$ cat config.mk
export PLATFORM = sky130hd
export DESIGN_NAME = bbc_ram
export DESIGN_NICKNAME = d
export VERILOG_FILES = /design/src/sv/bbc_ram.sv
export SDC_FILE = /design/constraint.sdc
export NUM_CORES = 1
export LEC_CHECK = 0
export BUFFER_PORTS_ARGS = -buffer_cell sky130_fd_sc_hd__buf_2
export CORE_ASPECT_RATIO = 0.9
export CORE_MARGIN = 4
export CORE_UTILIZATION = 28
export CTS_CLUSTER_DIAMETER = 50
export DETAILED_ROUTE_END_ITERATION = 10
export PLACE_DENSITY = 0.47
export SETUP_SLACK_MARGIN = 0.02
export SLEW_MARGIN = 20
export SYNTH_ARGS = -nofsm -noshare
export SYNTH_HDL_FRONTEND = slang
export SYNTH_SLANG_ARGS = --single-unit
$ cat constraint.sdc
create_clock -name clk -period 3.7 [get_ports clk]
set_clock_uncertainty 0.15 [all_clocks]
set_input_delay 0.37 -clock clk [delete_from_list [all_inputs] [get_ports clk]]
set_output_delay 0.37 -clock clk [all_outputs]
set_load 0.02 [all_outputs]
$ cat src/sv/bbc_ram.sv
`timescale 1ns / 1ps
// ----------------------------------------------------------------------------
// bbc_ram
// Simple dual-port RAM, one write port, one registered read port.
// ----------------------------------------------------------------------------
module bbc_ram #(
  parameter int WIDTH = 8,
  parameter int DEPTH = 16
) (
  input  logic                     clk,
  input  logic                     we,
  input  logic [$clog2(DEPTH)-1:0] waddr,
  input  logic [WIDTH-1:0]         wdata,
  input  logic [$clog2(DEPTH)-1:0] raddr,
  output logic [WIDTH-1:0]         rdata
);

  logic [WIDTH-1:0] mem [DEPTH];

  always_ff @(posedge clk) begin
    if (we) begin
      mem[waddr] <= wdata;
    end
    rdata <= mem[raddr];
  end

endmodule

**Yosys cells after proc, flatten, opt, wreduce, memory -nomap -nowiden**

Memories as Yosys holds them, arrays and structs flattened. A register that Yosys moved wholly into a read port is not among the register bits.
Index checks and enable logic that the tools add are counted.

- Bits in registers: 0
- Bits in writable memories: 128
- Bits of input ports: 18
- Output and inout bits: 8
- Word-level logic and storage cells: 3
- Memories: 1

- Multiplexer cells: 2

Memory list:

| name | words | bits a word | read ports | clocked after memory_dff | write ports | line | text |
|---|---|---|---|---|---|---|---|
| mem | 16 | 8 | 1 | 1 | 1 | 18 | `logic [WIDTH-1:0] mem [DEPTH];` |

Operator list:

| cell | count |
|---|---|
| 1-bit 2-to-1 mux | 2 |

**Longest topological paths before layout**

Gate-level depths: netlist of the first run.

- Depth after elaboration: 2
- Mapped depth: 5
- Gate-level depth less buffers: 3

**Worst setup path after synthesis of the first run**

OpenSTA, ideal clock, no wires.

- Path type: input port to flip-flop
- Start point: input port waddr[2]
- End point: memory mem[0][0] (enable)
- Setup time: 383 ps
- Arrival: 1480 ps
- Data required time: 3167 ps
- Path slack: 1687 ps
- Cell stages on the path: 2
- Buffers on the path: 0
- Cell sequence: or3b_2 > nor3_1

RTL lines:

| what | line | text |
|---|---|---|
| start: declaration | 12 | `input logic [$clog2(DEPTH)-1:0] waddr,` |
| end: declaration | 18 |  |

No word-level cell before the write port.

==> out/metrics.cfg, run 1 <==
[global_routing]
grt_overflow = 0
grt_start_max_net_pins = 33
grt_pass1_vias = 2491
grt.total_usage_pct = 11.6
grt_pass1_wl_um = 16500
antenna_found_initial = 0

[final_layout]
drive_gt1_share_pct = 29.1
diodes = 0
synthToLayoutAreaGrowth_pct = 19.9
final_util_pct = 34.6
layout_commonest_cell = edfxtp_1
final_cell_mix = 128 x edfxtp_1, 25 x buf_2, 18 x mux4_2
fin_nets = 290

[clocking]
cts_tree = built
insertion_delay_ns = 0.40
clock_path_buffers = 2
post_cts_resized = 0
numCtsBuffers = 17
cts-root-buf = clkbuf_16
clk_pin_slew_ns = 0.06
cts_max_level = 4
hold_buffers = 0
cts.sink_count = 136
post_cts_buffers = 0

[die]
initial_core_util_pct = 28.8
pin_count = 26
fp.dieArea_sq_um = 20600
row_count = 46
design.core.area_sq_um = 17800
die_w_um = 151
fp.dieH_um = 137

[timing]
relSlewSlack_pct = 28.5
tightest_slew_ns = 1.07
hold_violations = 0
period_minus_slack_ns = 1.85
worst_slack_ns = 1.85
hold-worst-slack_ns = 0.195
setup_viol = 0
fin_setup_tns_ns = 0
max_freq_mhz = 541
rsz0062_at_grt = false
drv_slew = 0
final.period_utilization_pct = 50.0

[logic_synthesis]
netlist_area_sq_um = 5150
synth-seq-area-share_pct = 77.8
syn-num-nets = 247
ys_ff_latch = 136
avgSynthCellArea_sq_um = 22.5
yosys.cell_types.count = 19
postSynthCellCount = 229
yosys_warnings = 0

[power_and_ir_drop]
p_int_mw = 2.91
switchingPower_mw = 0.717
leakage_nw = 2.03
powerDensity_nw_per_um2 = 588
ir_worst_vdd_uv = 299
seqPwrFrac_pct = 47.8
p_sw_share_pct = 19.8
clock_power_share_pct = 47.6
pwr-share-comb_pct = 4.6

[detailed_routing]
dr.pass1.iters = 4
viasPerCell = 4.53
drt_iter0_markers = 147
remaining_drc_errors = 0
ant_nets = 0
vias = 2379
routed_wl_um = 11100
routedWlPerCell_um = 21.2

[hold_path]
min_path_type = in2reg

[placement]
portBuffers = 25
place_hpwl_um = 6810
place_ws_ns = 1.38
place_congestion = 0.693

[worst_setup_path]
path_buf_inv = 2
arrival_ns = 1.99
cp_slowest_stage_delay_ns = 0.51
critical_path_class = in2reg
cp-start-kind = input pin
required_ns = 3.84
worstSetupEndpointType = flip-flop
cp_slowest_cell = mux4_2
cp_max_fo = 17
crit_family = buffers and inverters
path_cells = buf_2, buf_4, mux4_2, a22oi_1, nand2_1

[run_status]
status = finished clean

[run]
maxCapViolCount = 0

[power by group through the flow]
stage | sequential, mW | clock [mW] | combinational, mW
after floorplan | 1.77 | 0 | 0.0874
after global placement | 1.77 | 0 | 0.169
after detailed placement | 1.77 | 0 | 0.171
after CTS | 1.73 | 1.76 | 0.171
after global routing | 1.74 | 1.83 | 0.182
final | 1.73 | 1.73 | 0.166
[state kept, by name (all words and copies together) (netlist names)]
| signal | flops |
|---|---|
| rdata | 8 |
| mem | 128 |
[stage by stage]
step           cells  power, mW  instance area [sq um]
2_1_floorplan    229       1.86                   5150
3_3_place_gp     493       1.93                   5550
3_5_place_dp     493       1.94                   5560
4_1_cts          525       3.66                   6170
5_1_grt          525       3.75                   6170
6_report         525       3.63                   6170
[worst register-to-register path: stages (launching register included)]
cell and delay (ns):
edfxtp_1 0.37, mux4_1 0.48, a22oi_1 0.29, nand2_1 0.08
[final cells by class]
class	count	area [sq um]
multi-input cells	83	1060
repair buffers	34	193
flip-flops and latches	136	4000
clock inverters	13	176
fillers	1696	11700
clock buffers	19	433
well taps	240	300
[cell usage after synthesis]
cell type,count,area [sq um]
nand3_1,1,5.00
and2_1,1,6.26
buf_4,1,7.51
nand3b_1,2,15.0
nor3_1,4,20.0
nand2_1,9,33.8
or3b_2,1,8.76
dfxtp_1,8,160
clkdlybuf4s25_2,3,30.0
mux4_2,18,405
edfxtp_1,128,3840
a22oi_1,16,120
nor2b_1,1,6.26
mux4_1,14,368
buf_2,3,15.0
and2b_1,1,7.51
nor2_1,13,48.8
nand2b_1,2,12.5
buf_6,3,33.8
[logic make-up after synthesis]
| family | count (synthesis) | synth area share, % |
|---|---|---|
| AND/OR/NAND/NOR | 35 | 3.18 |
| flip-flops | 136 | 77.8 |
| AO/OA/AOI/OAI | 16 | 2.33 |
| multiplexers | 32 | 15.0 |
| buffers and inverters | 10 | 1.68 |
[path summary, 6_finish.rpt]
| path | start | slack (ns) | cells past startpoint | end |
|---|---|---|---|---|
| worst min-delay path | wdata[0] | 0.19 | 1 | mem[15][0] |
| worst min register to register | mem[8][5] | 0.52 | 3 | rdata[5] |
| worst max-delay path | raddr[0] | 1.85 | 5 | rdata[7] |
| worst max register to register | mem[11][2] | 2.21 | 3 | rdata[2] |
[routing by layer]
layer	vias to the layer above	track usage [%]	share of wire, %
li1	1063	-	-
met3	7	3.05	6.1
met5	-	0	0
met4	0	3.32	0.81
met2	66	16.5	44
met1	1243	17.6	49
(Power assumes the default switching activity.)
==> inputs of run 2 (changes only) <==
clock period = 1.9 ns   (was 3.7 ns; I/O delays follow)
==> run 2 against run 1 <==
Against the previous run:
- setup slack got worse by 1.4 ns
- sequential share of layout area is 1.8 points lower
- hold slack worse by 0.18 ns
- critical endpoint is now rdata[4]
- routed wire length shrank 2.3%
- critical path type is now reg2reg
- cell count is 3.2% higher
- count of clock-buffer cells in the layout decreased by 1
- clock power up 95%
- non-clock buffer count increased by 17
- register-to-register slack worse by 1.8 ns
- critical path depth shrank 2
==> out/metrics.cfg, run 2 (synthesis gave the netlist of run 1 again) <==
[run_status]
status = finished clean  ; unchanged

[timing]
hold_violations = 0  ; unchanged
fin_setup_tns_ns = 0  ; unchanged
relSlewSlack_pct = 39.8  ; was 28.5%
tightest_slew_ns = 0.901  ; was 1.07 ns
period_minus_slack_ns = 1.48
worst_slack_ns = 0.423  ; was 1.85 ns
hold-worst-slack_ns = 0.0170  ; was 0.195 ns
rsz0062_at_grt = false  ; unchanged
drv_slew = 0  ; unchanged
final.period_utilization_pct = 77.7
setup_viol = 0  ; unchanged
max_freq_mhz = 677

[detailed_routing]
vias = 2427  ; was 2379
ant_nets = 0  ; unchanged
routedWlPerCell_um = 20.1  ; was 21.2 um
drt_iter0_markers = 102  ; was 147
viasPerCell = 4.48  ; was 4.53
dr.pass1.iters = 4  ; unchanged
routed_wl_um = 10900  ; was 11100 um
remaining_drc_errors = 0  ; unchanged

[clocking]
post_cts_resized = 0  ; unchanged
insertion_delay_ns = 0.42  ; was 0.40 ns
cts_max_level = 4  ; unchanged
cts.sink_count = 136  ; unchanged
clock_path_buffers = 2  ; unchanged
cts_tree = built  ; unchanged
clk_pin_slew_ns = 0.06  ; about the same
numCtsBuffers = 17  ; unchanged
cts-root-buf = clkbuf_16  ; unchanged

[worst_setup_path]
cp_slowest_stage_delay_ns = 0.52  ; was 0.51 ns
worstSetupEndpointType = flip-flop  ; unchanged
cp-start-kind = flip-flop  ; was input pin
ff2ff_setup_slack_ns = 0.42  ; was 2.21 ns
cp_max_fo = 1  ; was 17
crit_family = multiplexers  ; was buffers and inverters
r2r_start = mem[9][4]  ; was mem[11][2]
cp_slowest_cell = mux4_1  ; was mux4_2
reg2reg_to = rdata[4]  ; was rdata[2]
path_cells = mux4_1, a22oi_1, nand2_1  ; was buf_2, buf_4, mux4_2, a22oi_1, nand2_1
r2r_cells = 3  ; unchanged
required_ns = 2.05  ; was 3.84 ns
path_buf_inv = 0  ; was 2
critical_path_class = reg2reg  ; was in2reg
arrival_ns = 1.62  ; was 1.99 ns

[final_layout]
seq_area_sq_um = 4000  ; unchanged
multi_input_area_sq_um = 1060  ; about the same
largest_reg_flops = 128  ; unchanged
top_regs = mem x128, rdata x8  ; unchanged
synthToLayoutAreaGrowth_pct = 23.3  ; was 19.9%
final_util_pct = 35.6  ; was 34.6%
drive_gt1_share_pct = 32.5  ; was 29.1%
fill_cells = 1680  ; was 1696
final_cell_mix = 128 x edfxtp_1, 25 x buf_2, 21 x buf_4  ; was 128 x edfxtp_1, 25 x buf_2, 18 x mux4_2
diodes = 0  ; unchanged
layout_commonest_cell = edfxtp_1  ; unchanged
fin_nets = 307  ; was 290
final_cells = 542  ; was 525
top_register = mem  ; unchanged

[run]
maxCapViolCount = 0  ; unchanged

[hold_path]
hold_end = mem[7][4]  ; was mem[15][0]
min_path_type = in2reg  ; unchanged
whs_path_depth = 1  ; unchanged
hold_path_startpoint = wdata[4]  ; was wdata[0]

[die]
pin_count = 26  ; unchanged
initial_core_util_pct = 28.8  ; unchanged
fp.dieH_um = 137  ; unchanged
die_w_um = 151  ; unchanged
design.core.area_sq_um = 17800  ; unchanged
fp.dieArea_sq_um = 20600  ; unchanged
row_count = 46  ; unchanged

[placement]
portBuffers = 25  ; unchanged
place_congestion = 0.700  ; was 0.693
dp_cells = 509  ; was 493
place_hpwl_um = 7120  ; was 6810 um
place_ws_ns = 0.0990  ; was 1.38 ns

[power_and_ir_drop]
leakage_nw = 2.15  ; was 2.03 nW
powerDensity_nw_per_um2 = 1120  ; was 588 nW/um^2
ir_worst_vdd_uv = 516  ; was 299 uV

[global_routing]
antenna_found_initial = 0  ; unchanged
grt_overflow = 0  ; unchanged
grt_start_max_net_pins = 33  ; unchanged
grt_pass1_wl_um = 16400  ; was 16500 um
grt.total_usage_pct = 11.5  ; was 11.6%
grt_pass1_vias = 2561  ; was 2491

## run 2: cell types whose count changed in the layout (fill, tap and decap cells not counted), moves of 2 or more
cell / before / now
buf_4: 9 / 21
clkinvlp_4: 3 / 1
inv_6: 2 / 0
nor2_2: 3 / 0
clkinv_4: 0 / 3
buf_12: 0 / 4
nor2_1: 10 / 13
clkinv_2: 1 / 4
## run 2: repair_timing
action	4_1_cts	5_1_grt
hold buffers	1	0
endpoints found under the hold margin	16	0
buffers inserted	0	0
## run 2: worst register-to-register path, stage by stage (launching register included)
cell,delay [ns]
edfxtp_1,0.35
mux4_1,0.52
a22oi_1,0.26
nand2_1,0.07
## run 2: layer usage
metal  share of wire (%)  GRT usage (%)  up-vias
met5                   0              0        -
met4                 1.4           4.68        0
met3                 3.9           3.74       12
met2                  43           15.7       44
met1                  51           16.8     1270
li1                    -              -     1101
## run 2: layout make-up
cell class / count / share of cell area (%)
tap: 240 / 4.73
timing repair buffer: 51 / 5.88
multi-input combinational: 83 / 16.7
sequential: 136 / 63.1
clock inverter: 14 / 2.86
clock buffer: 18 / 6.76
## run 2: how the worst max path moves through the flow
stage                      endpoint  startpoint  depth (start not counted)  slack (ns)
after detailed placement   rdata[5]    raddr[0]                          5         0.1
final                      rdata[4]   mem[9][4]                          3        0.42
after global placement     rdata[5]    raddr[0]                          5        0.10
after floorplan           mem[0][0]    waddr[2]                          2        0.07
after global routing       rdata[4]   mem[9][4]                          3        0.34
after CTS                  rdata[5]   mem[9][5]                          3        0.39
## run 2: power by group
group	total (mW)	switching, mW	internal, mW	leakage [nW]
combinational	0.348	0.202	0.146	0.625
clock	3.37	1.19	2.18	0.298
sequential	3.37	0.0195	3.35	1.22
total	7.09	1.41	5.68	2.15
## run 2: per-stage QoR
step,power (mW),area [sq um]
4_1_cts,7.18,6340
3_5_place_dp,3.79,5720
6_report,7.09,6340
5_1_grt,7.36,6340
2_1_floorplan,3.63,5150
3_3_place_gp,3.79,5720
==> inputs of run 3 (changes only) <==
clock period = 1.36 ns   (was 1.9 ns; I/O delays follow)
==> run 3 against run 2 <==
Against the previous run:
- routed wire length decreased by 0.99%
- register-to-register slack worse by 0.57 ns
- core utilization up 1.1 points
- sequential share of layout area shrank 1.9 points
- global-route usage hardly changed
- critical path type unchanged
- critical path depth grew 1
- cell count rose by 2.6%
- die area unchanged
- setup slack got worse by 0.57 ns
- count of clock-buffer cells in the layout unchanged
- the run now ends with setup timing left
- clock power up 50%
==> out/metrics.cfg, run 3 (synthesis gave the netlist of run 1 again) <==
[final_layout]
fin_nets = 321  ; was 307
multi_input_area_sq_um = 1060  ; about the same
final_cell_mix = 128 x edfxtp_1, 30 x mux4_2, 26 x buf_4  ; was 128 x edfxtp_1, 25 x buf_2, 21 x buf_4
top_register = mem  ; unchanged
drive_gt1_share_pct = 39.9  ; was 32.5%
fill_cells = 1657  ; was 1680
synthToLayoutAreaGrowth_pct = 27.1  ; was 23.3%
top_regs = mem x128, rdata x8  ; unchanged
seq_area_sq_um = 4000  ; unchanged
diodes = 0  ; unchanged
layout_commonest_cell = edfxtp_1  ; unchanged
largest_reg_flops = 128  ; unchanged

[timing]
fin_setup_tns_ns = -0.694  ; was 0 ns
setup_viol = 8  ; was 0
final.period_utilization_pct = 111  ; was 77.7%
rsz0062_at_grt = true  ; was false
worst_slack_ns = -0.149  ; was 0.423 ns
relSlewSlack_pct = 41.5  ; was 39.8%
hold_violations = 0  ; unchanged
period_minus_slack_ns = 1.51  ; was 1.48 ns
drv_slew = 0  ; unchanged
hold-worst-slack_ns = 0.122  ; was 0.0170 ns
max_freq_mhz = 663  ; was 677 MHz
tightest_slew_ns = 0.874  ; was 0.901 ns

[die]
pin_count = 26  ; unchanged
fp.dieH_um = 137  ; unchanged
fp.dieArea_sq_um = 20600  ; unchanged
initial_core_util_pct = 28.8  ; unchanged
die_w_um = 151  ; unchanged
design.core.area_sq_um = 17800  ; unchanged
row_count = 46  ; unchanged

[worst_setup_path]
required_ns = 1.50  ; was 2.05 ns
arrival_ns = 1.65  ; was 1.62 ns
cp-start-kind = flip-flop  ; unchanged
r2r_cells = 4  ; was 3
reg2reg_to = rdata[0]  ; was rdata[4]
cp_max_fo = 1  ; unchanged
worstSetupEndpointType = flip-flop  ; unchanged
cp_slowest_cell = mux4_2  ; was mux4_1
cp_slowest_stage_delay_ns = 0.48  ; was 0.52 ns
ff2ff_setup_slack_ns = -0.15  ; was 0.42 ns
critical_path_class = reg2reg  ; unchanged
path_cells = mux4_2, a22oi_2, buf_4, nand2_1  ; was mux4_1, a22oi_1, nand2_1
r2r_start = mem[3][0]  ; was mem[9][4]

[hold_path]
whs_path_depth = 3  ; was 1
min_path_type = in2reg  ; unchanged
hold_path_startpoint = waddr[1]  ; was wdata[4]
hold_end = mem[12][3]  ; was mem[7][4]

[detailed_routing]
routed_wl_um = 10800  ; was 10900 um
drt_iter0_markers = 145  ; was 102
routedWlPerCell_um = 19.4  ; was 20.1 um
remaining_drc_errors = 0  ; unchanged
dr.pass1.iters = 4  ; unchanged
viasPerCell = 4.42  ; was 4.48
ant_nets = 0  ; unchanged
vias = 2457  ; was 2427

[power_and_ir_drop]
ir_worst_vdd_uv = 788  ; was 516 uV
leakage_nw = 2.18  ; was 2.15 nW
clock_power_share_pct = 49.0  ; was 47.5%
seqPwrFrac_pct = 45.8  ; was 47.6%
p_int_mw = 8.34  ; was 5.68 mW
pwr-share-comb_pct = 5.2  ; was 4.9%
p_sw_share_pct = 19.0  ; was 19.9%
powerDensity_nw_per_um2 = 1580  ; was 1120 nW/um^2
switchingPower_mw = 1.96  ; was 1.41 mW

[clocking]
cts.sink_count = 136  ; unchanged
numCtsBuffers = 17  ; unchanged
clock_path_buffers = 2  ; unchanged
cts_max_level = 4  ; unchanged
cts_tree = built  ; unchanged
post_cts_buffers = 0  ; unchanged
insertion_delay_ns = 0.41  ; was 0.42 ns
cts-root-buf = clkbuf_16  ; unchanged
clk_pin_slew_ns = 0.06  ; about the same

[placement]
place_congestion = 0.730  ; was 0.700
portBuffers = 25  ; unchanged
place_hpwl_um = 7100  ; was 7120 um

[global_routing]
grt.total_usage_pct = 11.5  ; about the same
grt_start_max_net_pins = 18  ; was 33
grt_overflow = 0  ; unchanged
antenna_found_initial = 0  ; unchanged
grt_pass1_wl_um = 16600  ; was 16400 um
grt_pass1_vias = 2616  ; was 2561

[run_status]
violations = setup timing
status = complete, but fails checks  ; was finished clean

[run]
maxCapViolCount = 0  ; unchanged

[run 3: metrics by stage]
stage               area [sq um]  instances  setup WS, ns  util [%]  total power, mW
floorplan                   5180        229       -0.0290         -             5.09
global placement            5800        516        -0.440      32.5             5.33
detailed placement          5800        516        -0.433      32.5             5.34
CTS                         6540        556        -0.167      36.6             10.4
global route                6540        556        -0.220      36.7             10.7
finish                      6540        556        -0.149      36.7             10.3
[run 3: critical path: cells and delay by family, from the launching register on]
kind            cells  cell delay [ns]
buf+inv             1             0.15
compound gates      1             0.21
simple gates        1             0.04
flops               1             0.36
mux                 1             0.48
[run 3: area by class of cell]
type | instances | share of cell area [%]
flip-flops and latches | 136 | 61.2
clock buffers | 18 | 6.56
multi-input cells | 83 | 16.2
repair buffers | 65 | 7.96
well taps | 240 | 4.59
clock inverters | 14 | 3.50
[run 3: per-layer routing]
layer | track usage (%) | routed length (um) | up-vias
li1 | - | - | 1111
met1 | 16.2 | 5190 | 1276
met2 | 16.6 | 4870 | 63
met3 | 4.37 | 600 | 7
met4 | 3.32 | 99 | 0
met5 | 0 | 0 | -
[run 3: timing repair]
item,in CTS,in global routing
hold buffers,8,0
hold endpoints to repair,128,0
gates resized for setup,2,1
pin swaps,1,0
endpoints found under the setup margin,8,8
[run 3: power groups by stage]
stage          registers (mW)  clock network [mW]  logic (mW)
5_1_grt                  4.72                5.38       0.588
6_report                 4.72                5.05       0.538
3_5_place_dp             4.81                   0       0.529
3_3_place_gp             4.81                   0       0.526
4_1_cts                  4.72                5.15       0.552
2_1_floorplan            4.83                   0       0.262
[run 3: worst max path at each step]
| stage | start | endpoint | slack (ns) | depth (start not counted) |
|---|---|---|---|---|
| after floorplan | waddr[2] | mem[0][0] | -0.03 | 2 |
| after global placement | raddr[0] | rdata[0] | -0.44 | 6 |
| after detailed placement | raddr[0] | rdata[3] | -0.43 | 5 |
| after CTS | mem[3][0] | rdata[0] | -0.17 | 4 |
| after global routing | mem[3][0] | rdata[0] | -0.22 | 4 |
| final | mem[3][0] | rdata[0] | -0.15 | 4 |
